--- src/hdl/mm_ram.sv ---
// Generic single-write, single-read RAM with registered read data.
module mm_ram #(
	parameter int WIDTH = 32,
	parameter int DEPTH = 64
) (
	input  logic                     clk,
	input  logic                     wr_en,
	input  logic [$clog2(DEPTH)-1:0] wr_addr,
	input  logic [WIDTH-1:0]         wr_data,
	input  logic [$clog2(DEPTH)-1:0] rd_addr,
	output logic [WIDTH-1:0]         rd_data
);

	logic [WIDTH-1:0] mem_q [DEPTH];
	logic [WIDTH-1:0] rd_data_q;

	always_ff @(posedge clk) begin
		if (wr_en) begin
			mem_q[wr_addr] <= wr_data;
		end
		rd_data_q <= mem_q[rd_addr];
	end

	assign rd_data = rd_data_q;

endmodule

--- config.mk ---
export PLATFORM = sky130hd
export DESIGN_NAME = mm_ram
export DESIGN_NICKNAME = d
export VERILOG_FILES = /design/src/hdl/mm_ram.sv
export SDC_FILE = /design/constraint.sdc
export NUM_CORES = 2
export LEC_CHECK = 0
export BUFFER_PORTS_ARGS = -buffer_cell sky130_fd_sc_hd__clkbuf_2
export CAP_MARGIN = 10
export CORE_UTILIZATION = 63
export DETAILED_ROUTE_END_ITERATION = 10
export GPL_TIMING_DRIVEN = 1
export PLACE_DENSITY_LB_ADDON = 0.15
export SKIP_LAST_GASP = 1
export SYNTH_ARGS = -nofsm -noshare
export SYNTH_HDL_FRONTEND = slang
export SYNTH_SLANG_ARGS = --single-unit
--- constraint.sdc ---
create_clock -name clk -period 4.3 [get_ports clk]
set_input_delay 0.215 -clock clk [delete_from_list [all_inputs] [get_ports clk]]
set_output_delay 0.215 -clock clk [all_outputs]
set_load 0.1 [all_outputs]
==> impl_results.md <==
* Synthesized area per cell at 23.6 µm²
* CTS H-tree lvls at 4
* Nets at 3657
* Sum Neg Setup Slack at 0 ps
* Largest net degree at the start of global routing at 90
* Routed vias at 37800
* Area of the die at 126000 µm²
* Core area at 124000 µm²
* Layout cell share with drive strength beyond 1 at 30.6%
* Drt pass-1 iters at 5
* Max cap viols at 0
* I/O pin cnt at 78
* Vias per std cell at 6.99
* FMAX at 340 MHz
* Required time of the critical path at 4940 ps
* Slew Viols, Final at 0
* CP startpoint kind: input pin
* Row cnt at 129
* Chip width at 355 µm
* Final Skew at 21.5 ps
* Final setup viols at 0
* CTS tree: built
* Final GP Congestion at 0.859
* Ys Warns at 0
* Setup bufs post-CTS at 0
* Min cycle time layout at 2940 ps
* P per Cell Area at 473 nW/µm²
* RSZ-0062 raised after global routing: false
* Die height at 355 µm
* Worst hold slack at 72.7 ps
* First-pass GRT wire length at 281000 µm
* GRT overflow at 0
* I/O Buffers at 77
* Pleak at 0.0278 µW
* CTS Sinks at 2080
* Synth Instances at 3324
* Yosys reg bits at 2080
* All-Layer GR Usage at 32.4%
* Antenna Nets Post-Route at 0
* P&R area growth vs syn at 12.8%
* Initial antenna violation count at 17
* Initial Util at 63.5%
* Worst-margin pin slew at 1150 ps
* CTS max path bufs at 3
* Worst-Skew Late Latency at 810 ps
* Final period util at 68.4%
* CTS buffer count at 196
* Class of the worst hold path: input pin to flip-flop
* Total design power at 41900 µW
* Post-synthesis cell type count at 34
* Post-synthesis sequential area ratio at 79.1%
* Dpl cells at 5048
* Status: finished, final reports clean
* Avg WL per Cell at 36.7 µm
* Commonest non-fill, non-tap cell in the layout: edfxtp_1
* Max rail drop VDD at 0.603 mV
* Net Count, Synth at 3370
* CP Capture Type: flip-flop
* Synth Cell Area at 78500 µm²
* Clk root buf: clkbuf_16
* Most frequent cells in the layout: edfxtp_1 (2048), mux4_2 (544), clkbuf_16 (199)
* Crit path DAT at 3580 ps
* Max_slew headroom at 23.3%
* Clk slew on worst S/H paths at 60 ps
* Total wire length at 199000 µm
* Finished Layout Cells at 5408
* Classification of the worst setup path: input pin to flip-flop
* Drt drc at 0
* Crit path max fanout at 62
* Number of global-route vias before repair at 38500
* Dpl hpwl at 114000 µm
* Initial DRC count at 5357
* Final-report hold violation count at 0
[metrics by stage]
| stage | utilization (%) | area (µm²) | setup WS (ps) |
|---|---|---|---|
| floorplan | - | 78500 | 925 |
| global placement | 66.6 | 82300 | 681 |
| detailed placement | 66.6 | 82300 | 625 |
| CTS | 71.6 | 88500 | 1450 |
| global route | 71.6 | 88600 | 1350 |
| finish | 71.6 | 88600 | 1360 |
[routing by layer]
| layer | wire length (µm) | part of all wire, % | up-vias | GRT usage, % |
|---|---|---|---|---|
| met2 | 97000 | 49 | 2473 | 51.1 |
| met4 | 7280 | 3.7 | 18 | 11.7 |
| met3 | 23400 | 12 | 367 | 7.61 |
| li1 | - | - | 14900 | - |
| met1 | 70800 | 36 | 20100 | 45.1 |
| met5 | 119 | 0.060 | - | 0 |
[worst max-delay path, stage by stage]
cell	delay [ps]
buf_8	620
buf_4	380
buf_4	240
mux4_2	530
mux4_2	510
o22ai_1	730
nor2_1	210
[flip-flops by register name (all words and copies together) (netlist names)]
signal / flops
mem_q: 2048
rd_data: 32
[cell usage after synthesis]
library cell  instances  area [µm²]
mux2i_1              93         931
nor3_1                7        35.0
nand4_1               2        12.5
a41o_1                4        40.0
or2_2                 1        6.26
or3_1                 3        18.8
nor2_1              137         514
a311oi_1              8        70.1
a31oi_1               1        6.26
nand4b_1              1        8.76
clkbuf_1             74         278
o22ai_1              84         526
o32ai_1               4        35.0
a22oi_1              12        90.1
buf_2                57         285
buf_4                25         188
mux4_2              544       12300
and3_1                4        25.0
o221ai_1             27         236
dfxtp_1              32         641
and2_1                2        12.5
or3b_1                2        17.5
buf_6                 5        56.3
edfxtp_1           2048       61500
buf_1                21        78.8
or3b_2                3        26.3
nand3b_1              5        37.5
or2_0                 1        6.26
a21oi_1              62         310
nand2b_1              8        50.1
nand3_1               5        25.0
nand2_1              26        97.6
nor2b_1              15        93.8
or2_1                 1        6.26
[what timing repair did]
action / in CTS / in global routing
endpoints found under the hold margin: 16 / 0
gates resized for setup: 0 / 0
hold buffers: 1 / 0
[path summary, 6_finish.rpt]
check,from,depth (start not counted),slack (ps),end
max,rd_addr[0],7,1360,rd_data[16]
min,wr_data[26],2,70,mem_q[29][26]
max reg2reg,mem_q[19][16],4,1700,rd_data[16]
min reg2reg,mem_q[29][8],4,880,rd_data[8]
[cell type report]
type                       instances  area (µm²)
clock buffer                     249        5200
fill                            7103       35100
clock inverter                   106        1010
sequential                      2080       62100
timing repair buffer             271        2200
multi-input combinational       1062       16000
antenna                            3        7.51
tap                             1637        2050
[power breakdown]
group          internal [µW]  switching [µW]
combinational            789            1700
sequential             22400            82.3
clock                   9600            7280
[cells by family (layout without fill, tap and decap cells)]
family,Yosys count,in the layout,share of synthesized area (%)
other,0,3,0
buffers and inverters,182,626,1.13
AO/OA/AOI/OAI,202,202,1.67
multiplexers,637,637,16.8
flip-flops,2080,2080,79.1
AND/OR/NAND/NOR,223,223,1.27
No activity file was read; power rests on OpenSTA's default activity.
